--- src/hdl/dpfd_pkg.sv ---
// Shared types, constants and the segment decode table for the desk panel
// frame decoder. Used by every module in hdl/; depends on nothing else.
`timescale 1ns / 1ps

package dpfd_pkg;

	localparam int FRAME_BYTES_DEF = 6;
	localparam int CNT_W           = 4;
	localparam int QUEUE_DEPTH     = 2;
	localparam logic [7:0] HEADER_RESET = 8'h5a;

	localparam logic [6:0] CH_ZERO     = 7'h30;
	localparam logic [6:0] CH_NINE     = 7'h39;
	localparam logic [6:0] CH_FIVE     = 7'h35;
	localparam logic [6:0] CH_DASH     = 7'h2d;
	localparam logic [6:0] CH_S        = 7'h53;
	localparam logic [6:0] CH_QUESTION = 7'h3f;

	// One assembled frame as handed from the front end to the decoder.
	typedef struct packed {
		logic       ok;
		logic [7:0] seg_l;
		logic [7:0] seg_m;
		logic [7:0] seg_r;
	} frame_rec_t;

	function automatic logic [6:0] seg_to_ascii(input logic [7:0] pattern);
		logic [6:0] c;
		unique case (pattern[6:0])
			7'h3f:   c = 7'h30;
			7'h06:   c = 7'h31;
			7'h5b:   c = 7'h32;
			7'h4f:   c = 7'h33;
			7'h66:   c = 7'h34;
			7'h6d:   c = 7'h35;
			7'h7d:   c = 7'h36;
			7'h07:   c = 7'h37;
			7'h7f:   c = 7'h38;
			7'h6f:   c = 7'h39;
			7'h40:   c = CH_DASH;
			7'h79:   c = 7'h45;
			7'h50:   c = 7'h72;
			7'h31:   c = 7'h54;
			7'h76:   c = 7'h48;
			7'h5c:   c = 7'h6f;
			7'h78:   c = 7'h74;
			7'h00:   c = 7'h20;
			default: c = CH_QUESTION;
		endcase
		return c;
	endfunction

endpackage

--- src/hdl/dpfd_front.sv ---
// Front end: holds the header register, counts bytes into a frame, keeps the
// running sum and the three payload bytes. Depends on dpfd_pkg.
`timescale 1ns / 1ps

module dpfd_front #(
	parameter int FRAME_BYTES = dpfd_pkg::FRAME_BYTES_DEF
) (
	input  logic                  clk,
	input  logic                  arst_n,
	input  logic                  cfg_we,
	input  logic [7:0]            cfg_data,
	input  logic                  accept,
	input  logic [7:0]            rx_byte,
	output logic                  rec_push,
	output dpfd_pkg::frame_rec_t  rec
);

	localparam logic [dpfd_pkg::CNT_W-1:0] LAST_POS = dpfd_pkg::CNT_W'(FRAME_BYTES);
	localparam logic [dpfd_pkg::CNT_W-1:0] POS_ONE  = dpfd_pkg::CNT_W'(1);
	localparam logic [dpfd_pkg::CNT_W-1:0] POS_TWO  = dpfd_pkg::CNT_W'(2);
	localparam logic [dpfd_pkg::CNT_W-1:0] POS_FOUR = dpfd_pkg::CNT_W'(4);

	logic [7:0]                header_q;
	logic [dpfd_pkg::CNT_W-1:0] cnt_q;
	logic [7:0]                sum_q;
	logic [7:0]                pay_q [3];
	logic [dpfd_pkg::CNT_W-1:0] pos;
	logic                      is_header;
	logic                      in_frame;

	assign pos       = cnt_q + POS_ONE;
	assign is_header = (rx_byte == header_q);
	assign in_frame  = (cnt_q != '0);

	always_ff @(posedge clk or negedge arst_n) begin
		if (!arst_n) begin
			header_q <= dpfd_pkg::HEADER_RESET;
		end else if (cfg_we) begin
			header_q <= cfg_data;
		end
	end

	always_ff @(posedge clk or negedge arst_n) begin
		if (!arst_n) begin
			cnt_q <= '0;
			sum_q <= '0;
		end else if (accept) begin
			if (is_header) begin
				cnt_q <= POS_ONE;
				sum_q <= '0;
			end else if (in_frame) begin
				if (pos == LAST_POS) begin
					cnt_q <= '0;
				end else begin
					cnt_q <= pos;
					sum_q <= sum_q + rx_byte;
				end
			end
		end
	end

	// The first three bytes after the header are the display patterns.
	always_ff @(posedge clk) begin
		if (accept && !is_header && in_frame && pos != LAST_POS &&
		    pos >= POS_TWO && pos <= POS_FOUR) begin
			pay_q[2'(pos - POS_TWO)] <= rx_byte;
		end
	end

	assign rec_push  = accept && !is_header && in_frame && (pos == LAST_POS);
	assign rec.ok    = (sum_q == rx_byte);
	assign rec.seg_l = pay_q[0];
	assign rec.seg_m = pay_q[1];
	assign rec.seg_r = pay_q[2];

`ifndef SYNTHESIS
	a_cnt_range: assert property (@(posedge clk) disable iff (!arst_n)
		cnt_q < LAST_POS)
		else $error("byte count reached the frame length");
`endif

endmodule

--- src/hdl/dpfd_queue.sv ---
// Short frame queue between the front end and the decoder.
// Depends on dpfd_pkg for the record type and the depth.
`timescale 1ns / 1ps

module dpfd_queue (
	input  logic                  clk,
	input  logic                  arst_n,
	input  logic                  wr,
	input  dpfd_pkg::frame_rec_t  wr_data,
	input  logic                  rd,
	output dpfd_pkg::frame_rec_t  rd_data,
	output logic                  not_empty,
	output logic                  full
);

	localparam int DEPTH = dpfd_pkg::QUEUE_DEPTH;
	localparam int PTR_W = (DEPTH > 1) ? $clog2(DEPTH) : 1;
	localparam int CNT_W = $clog2(DEPTH + 1);
	localparam logic [PTR_W-1:0] PTR_LAST = PTR_W'(DEPTH - 1);
	localparam logic [CNT_W-1:0] CNT_FULL = CNT_W'(DEPTH);

	dpfd_pkg::frame_rec_t entry_q [DEPTH];
	logic [PTR_W-1:0] wr_ptr_q;
	logic [PTR_W-1:0] rd_ptr_q;
	logic [CNT_W-1:0] count_q;

	assign not_empty = (count_q != '0);
	assign full      = (count_q == CNT_FULL);
	assign rd_data   = entry_q[rd_ptr_q];

	always_ff @(posedge clk or negedge arst_n) begin
		if (!arst_n) begin
			wr_ptr_q <= '0;
			rd_ptr_q <= '0;
			count_q  <= '0;
		end else begin
			if (wr) begin
				wr_ptr_q <= (wr_ptr_q == PTR_LAST) ? '0 : wr_ptr_q + 1'b1;
			end
			if (rd) begin
				rd_ptr_q <= (rd_ptr_q == PTR_LAST) ? '0 : rd_ptr_q + 1'b1;
			end
			if (wr && !rd) begin
				count_q <= count_q + 1'b1;
			end else if (rd && !wr) begin
				count_q <= count_q - 1'b1;
			end
		end
	end

	always_ff @(posedge clk) begin
		if (wr) begin
			entry_q[wr_ptr_q] <= wr_data;
		end
	end

`ifndef SYNTHESIS
	a_no_overflow: assert property (@(posedge clk) disable iff (!arst_n)
		full |-> !wr)
		else $error("frame written into a full queue");
	a_no_underflow: assert property (@(posedge clk) disable iff (!arst_n)
		rd |-> not_empty)
		else $error("frame read from an empty queue");
`endif

endmodule

--- src/hdl/dpfd_back.sv ---
// Decoder: turns a frame record into characters and a height, keeps the
// height and holds the result register. Depends on dpfd_pkg.
`timescale 1ns / 1ps

module dpfd_back (
	input  logic                  clk,
	input  logic                  arst_n,
	input  logic                  rec_valid,
	input  dpfd_pkg::frame_rec_t  rec,
	output logic                  rec_take,
	input  logic                  pop,
	output logic                  empty,
	output logic                  checksum_ok,
	output logic [7:0]            seg_left,
	output logic [7:0]            seg_middle,
	output logic [7:0]            seg_right,
	output logic [6:0]            char_left,
	output logic [6:0]            char_middle,
	output logic [6:0]            char_right,
	output logic                  has_point,
	output logic [13:0]           height_value,
	output logic                  height_updated
);

	logic        out_v_q;
	logic [13:0] kept_q;
	logic        ok_q, point_q, upd_q;
	logic [7:0]  seg_l_q, seg_m_q, seg_r_q;
	logic [6:0]  ch_l_q, ch_m_q, ch_r_q;

	logic [6:0]  cl, cm, cr;
	logic [3:0]  dl, dm, dr;
	logic        all_digits, point;
	logic [13:0] h_base, h;
	logic        upd;

	assign empty    = !out_v_q;
	assign rec_take = rec_valid && (!out_v_q || pop);

	always_comb begin
		cm = dpfd_pkg::seg_to_ascii(rec.seg_m);
		cr = dpfd_pkg::seg_to_ascii(rec.seg_r);
		cl = dpfd_pkg::seg_to_ascii(rec.seg_l);
		// A five ahead of a dash is really an S on the panel.
		if (cm == dpfd_pkg::CH_DASH && cl == dpfd_pkg::CH_FIVE) begin
			cl = dpfd_pkg::CH_S;
		end
	end

	assign point      = rec.seg_m[7];
	assign all_digits = (cl >= dpfd_pkg::CH_ZERO) && (cl <= dpfd_pkg::CH_NINE) &&
	                    (cm >= dpfd_pkg::CH_ZERO) && (cm <= dpfd_pkg::CH_NINE) &&
	                    (cr >= dpfd_pkg::CH_ZERO) && (cr <= dpfd_pkg::CH_NINE);
	assign dl = 4'(cl - dpfd_pkg::CH_ZERO);
	assign dm = 4'(cm - dpfd_pkg::CH_ZERO);
	assign dr = 4'(cr - dpfd_pkg::CH_ZERO);

	// Without a decimal point the display shows whole units, so scale by ten.
	assign h_base = 14'(dl) * 14'd100 + 14'(dm) * 14'd10 + 14'(dr);
	assign h      = point ? h_base : h_base * 14'd10;
	assign upd    = rec.ok && all_digits && (h != '0);

	always_ff @(posedge clk or negedge arst_n) begin
		if (!arst_n) begin
			out_v_q <= 1'b0;
			kept_q  <= '0;
		end else begin
			if (rec_take) begin
				out_v_q <= 1'b1;
			end else if (pop) begin
				out_v_q <= 1'b0;
			end
			if (rec_take && upd) begin
				kept_q <= h;
			end
		end
	end

	always_ff @(posedge clk) begin
		if (rec_take) begin
			ok_q    <= rec.ok;
			seg_l_q <= rec.ok ? rec.seg_l : 8'h00;
			seg_m_q <= rec.ok ? rec.seg_m : 8'h00;
			seg_r_q <= rec.ok ? rec.seg_r : 8'h00;
			ch_l_q  <= rec.ok ? cl : 7'h00;
			ch_m_q  <= rec.ok ? cm : 7'h00;
			ch_r_q  <= rec.ok ? cr : 7'h00;
			point_q <= rec.ok && point;
			upd_q   <= upd;
		end
	end

	assign checksum_ok    = ok_q;
	assign seg_left       = seg_l_q;
	assign seg_middle     = seg_m_q;
	assign seg_right      = seg_r_q;
	assign char_left      = ch_l_q;
	assign char_middle    = ch_m_q;
	assign char_right     = ch_r_q;
	assign has_point      = point_q;
	assign height_value   = kept_q;
	assign height_updated = upd_q;

`ifndef SYNTHESIS
	a_upd_good: assert property (@(posedge clk) disable iff (!arst_n)
		(out_v_q && upd_q) |-> (ok_q && kept_q != '0))
		else $error("height update on a bad frame or to zero");
	a_kept_hold: assert property (@(posedge clk) disable iff (!arst_n)
		!(rec_take && upd) |=> $stable(kept_q))
		else $error("kept height changed without an update");
`endif

endmodule

--- src/hdl/desk_panel_frame_decoder.sv ---
// Top level of the desk panel frame decoder: header register, frame front
// end, frame queue and decoder. Depends on dpfd_pkg, dpfd_front, dpfd_queue
// and dpfd_back.
//
// Usage: received link bytes are written like a queue (push while full is
// low). A header byte always starts a new frame; a frame is FRAME_BYTES
// bytes including the header. For every completed frame one result appears
// on the result side, read like a queue (data valid while empty is low,
// taken with pop). Bytes outside a frame produce nothing.
// The record of a frame passes through the frame queue into the result
// register before the result is visible. Bytes are taken at one per cycle
// while full is low; results leave at one per cycle while pop is high and
// frames wait. A two-entry frame queue plus the result register part the
// front end and decoder, so full rises only after three undelivered results are held while pop stays low.
// Reset clears the byte count, sum, kept height and all queues; the header
// register returns to 0x5a. cfg_we writes the header register at once.
`timescale 1ns / 1ps

module desk_panel_frame_decoder #(
	parameter int FRAME_BYTES = dpfd_pkg::FRAME_BYTES_DEF
) (
	input  logic        clk,
	input  logic        arst_n,
	input  logic        cfg_we,
	input  logic [7:0]  cfg_data,
	input  logic        push,
	output logic        full,
	input  logic [7:0]  rx_byte,
	output logic        empty,
	input  logic        pop,
	output logic        checksum_ok,
	output logic [7:0]  seg_left,
	output logic [7:0]  seg_middle,
	output logic [7:0]  seg_right,
	output logic [6:0]  char_left,
	output logic [6:0]  char_middle,
	output logic [6:0]  char_right,
	output logic        has_point,
	output logic [13:0] height_value,
	output logic        height_updated
);

	logic                 accept;
	logic                 rec_push;
	dpfd_pkg::frame_rec_t rec_in;
	dpfd_pkg::frame_rec_t rec_out;
	logic                 rec_valid;
	logic                 rec_take;

	assign accept = push && !full;

	dpfd_front #(
		.FRAME_BYTES(FRAME_BYTES)
	) u_front (
		.clk      (clk),
		.arst_n   (arst_n),
		.cfg_we   (cfg_we),
		.cfg_data (cfg_data),
		.accept   (accept),
		.rx_byte  (rx_byte),
		.rec_push (rec_push),
		.rec      (rec_in)
	);

	dpfd_queue u_queue (
		.clk       (clk),
		.arst_n    (arst_n),
		.wr        (rec_push),
		.wr_data   (rec_in),
		.rd        (rec_take),
		.rd_data   (rec_out),
		.not_empty (rec_valid),
		.full      (full)
	);

	dpfd_back u_back (
		.clk            (clk),
		.arst_n         (arst_n),
		.rec_valid      (rec_valid),
		.rec            (rec_out),
		.rec_take       (rec_take),
		.pop            (pop),
		.empty          (empty),
		.checksum_ok    (checksum_ok),
		.seg_left       (seg_left),
		.seg_middle     (seg_middle),
		.seg_right      (seg_right),
		.char_left      (char_left),
		.char_middle    (char_middle),
		.char_right     (char_right),
		.has_point      (has_point),
		.height_value   (height_value),
		.height_updated (height_updated)
	);

endmodule
--- config.mk ---
export PLATFORM = sky130hd
export DESIGN_NAME = desk_panel_frame_decoder
export DESIGN_NICKNAME = d
export VERILOG_FILES = /design/src/hdl/dpfd_pkg.sv /design/src/hdl/dpfd_front.sv /design/src/hdl/dpfd_queue.sv /design/src/hdl/dpfd_back.sv /design/src/hdl/desk_panel_frame_decoder.sv
export SDC_FILE = /design/constraint.sdc
export NUM_CORES = 1
export LEC_CHECK = 0
export ABC_AREA = 1
export BUFFER_PORTS_ARGS = -buffer_cell sky130_fd_sc_hd__buf_2
export CORE_ASPECT_RATIO = 0.6
export CORE_MARGIN = 8
export CORE_UTILIZATION = 53
export DETAILED_ROUTE_END_ITERATION = 12
export HOLD_SLACK_MARGIN = 0.06
export PLACE_DENSITY = 0.72
export SLEW_MARGIN = 20
export SYNTH_ARGS = -nofsm -noshare
export SYNTH_HDL_FRONTEND = slang
export SYNTH_SLANG_ARGS = --single-unit
--- constraint.sdc ---
create_clock -name clk -period 6.75 [get_ports clk]
set_clock_uncertainty 0.05 [all_clocks]
set_input_delay 1.0125 -clock clk [delete_from_list [all_inputs] [get_ports clk]]
set_output_delay 1.0125 -clock clk [all_outputs]
set_load 0.01 [all_outputs]
==> results.md <==
- Outcome: complete, no violations
- Min-Delay Path Class: flop to flop
- Mapped Area: 0.00927 mm2
- Worst EP required: 7.02 ns
- Most used cell, CP: nand2_1
- Max Fclk: 156 MHz
- Most frequent cell after synthesis: nand2_1
- Worst slew margin: 38.4%
- CTS tree: done
- Critical setup path kind: flop to flop
- Num CTS Buffers: 17
- Top cell family by delay on the critical path: simple AND/OR/NAND/NOR gates
- Synth top area share: 39.5%
- Mapped Nets: 1,162
- EDFF count, synth: 122
- Buffers on Ports: 84
- Root Driver: clkbuf_16
- H-tree Lvls: 4
- Via count: 7,669
- Final hold slack: 0.387 ns
- Fin nets: 1,285
- Ratio of cells with drive above 1 in the final layout: 23.8%
- Synth-to-layout area growth: 22.3%
- Sequential-to-total area share from yosys stat: 50.1%
- GRT Overall Usage: 20.0%
- Vias per cell: 5.30
- Startpoint Class: flop
- Congestion Overflow GR: 0
- Die height: 118 um
- Final instance area: 0.0113 mm2
- Initial Utilization: 54.1%
- Clock buffer depth: 2
- Leading area contributor after synthesis: edfxtp_1
- Final Max Slew Viols: 0
- Ant diodes: 0
- Post-synth ARST share: 24.2%
- Die area: 0.0221 mm2
- Post-route ant nets: 0
- Final setup fails: 0
- Vias in the first global route: 7,093
- CP max stage cell: fa_1
- Crit. End Element: flop
- Worst slew pin tran: 0.924 ns
- Cells after Synth: 1,078
- Core area: 0.0171 mm2
- Unique masters post-synth: 45
- Wirelength per Cell: 15.9 um
- Initial antenna violation count: 0
- Final WL: 23,000 um
- WP data arrival: 6.70 ns
- Final Util: 66.1%
- Crit path largest cell delay: 0.52 ns
- Non-Filler Instances: 1,448
- First-pass GRT wire length: 36,000 um
- Syn_area_per_cell: 8.59 um2
- Clock Sink Count: 161
- Seq cells post-synth: 161
- Placed cell areas: 0.0101 mm2
- Chip width: 187 um
- Hold Vio Cnt, Final: 0
- Final Critical Period: 6.43 ns
- Warnings, synthesis: 0
- Placed wire-length estimate: 15,800 um
- Largest net degree at the start of global routing: 66
- Placed cells: 1,403
- # IOs: 85
- Clock slew at reported path FFs: 0.07 ns
- RSZ-0062 raised after global routing: yes
- Critical path fanouts, max: 10
- RePlAce Congestion: 0.923
- Ranking of synthesized cells by area: edfxtp_1 40%, nand2_1 12%, dfrtp_1 9.5%
- Rows: 37
- Clk_lat worst skew: 0.42 ns
- Max-cap violations: 0
- Synth cell count leaders: 285 x nand2_1, 154 x inv_1, 152 x nor2_1
- Buf/Inv on CP: 12
- Starting DRT DRC Count: 739
- First drt pass iteration count: 5
- Filler instances: 1,412
- Fin crit share: 95.3%
- Top_reg_cell synth: edfxtp_1
- DRC: 0
[path summary, 6_finish.rpt]
| kind | from | end | slack, ns | cells past startpoint |
|---|---|---|---|---|
| worst max-delay path | u_queue.rd_ptr_q | u_back.height_value[8] | 0.32 | 46 |
| worst min-delay path | u_front.pay_q[0][4] | u_queue.entry_q[0][20] | 0.39 | 0 |
| worst max register to register | u_queue.rd_ptr_q | u_back.height_value[8] | 0.32 | 46 |
| worst min register to register | u_front.pay_q[0][4] | u_queue.entry_q[0][20] | 0.39 | 0 |
| max in group asynchronous | arst_n | u_queue.rd_ptr_q | 5.33 | 1 |
| min in group asynchronous | arst_n | u_front.cnt_q[3] | 0.67 | 1 |
[cells by family after synthesis]
family | count (synthesis) | share of synthesized area, %
compound gates | 88 | 5.48
xor+xnor | 17 | 1.61
fa+ha+maj | 63 | 8.99
buf+inv | 176 | 7.44
flops | 161 | 50.1
simple gates | 573 | 26.3
[worst reg2reg max path, delay by kind of cell (launching register included)]
| kind | cells | cell delay [ns] |
|---|---|---|
| DFF | 1 | 0.48 |
| and+or+nand+nor | 25 | 2.56 |
| buffers and inverters | 12 | 1.07 |
| xor gates and xnor gates | 1 | 0.15 |
| adders and majority gates | 5 | 1.67 |
| AOI/OAI and AO/OA | 3 | 0.33 |
[routing by layer]
metal	part of all wire (%)	vias to the layer above	track usage (%)
li1	-	3788	-
met3	9.0	30	4.76
met1	49	3517	30.4
met5	0	-	0
met2	41	334	27.9
met4	1.4	0	5.04
[layout make-up]
class                   instances  area, um2  share of cell area [%]
flip-flops and latches        161       4650                    41.0
multi-input cells             742       4470                    39.5
repair buffers                120        726                    6.41
inverters                     159        608                    5.37
clock buffers                  20        468                    4.13
well taps                     234        293                    2.58
clock inverters                12        115                    1.02
[repair_timing]
item                                    CTS  global route
endpoints found under the setup margin   14            15
pin swaps                                 1            16
gates resized for setup                   5           131
gates cloned                              0             3
hold endpoints to repair                  0             0
hold buffers                              0             0
setup buffers                             1             9
[cell usage in the layout (no fill, tap or decap), types with 16 or more instances in the layout]
cell type and n:
a21oi_1 16, buf_2 85, buf_4 31, clkbuf_16 19, dfrtp_1 34, edfxtp_1 122
ha_1 45, inv_1 147, nand2_1 261, nand2_2 24, nand3_1 58, nand4_1 32
nor2_1 122, nor2_2 23, o21ai_0 27
[flip-flops by register name, indices dropped and copies added, names as in the netlist, 7 cells and up]
register,flops
u_back.char_middle,7
u_back.char_right,7
u_back.height_value,14
u_front.pay_q,24
u_back.seg_middle,8
u_back.seg_right,8
u_queue.entry_q,50
u_back.seg_left,8
u_front.header_q,8
u_front.sum_q,8
u_back.char_left,7
[per-stage QoR]
| stage | setup WS (ns) | TNS, ns |
|---|---|---|
| after detailed placement | -0.181 | -2.33 |
| after floorplan | 0.509 | 0 |
| after CTS | 0.0103 | 0 |
| after global placement | -0.00268 | -0.00656 |
| final | 0.320 | 0 |
| after global routing | -0.180 | -1.90 |
Power is not shown: default switching activity piles up to over one toggle a cycle in this logic, so the estimate is an artifact.
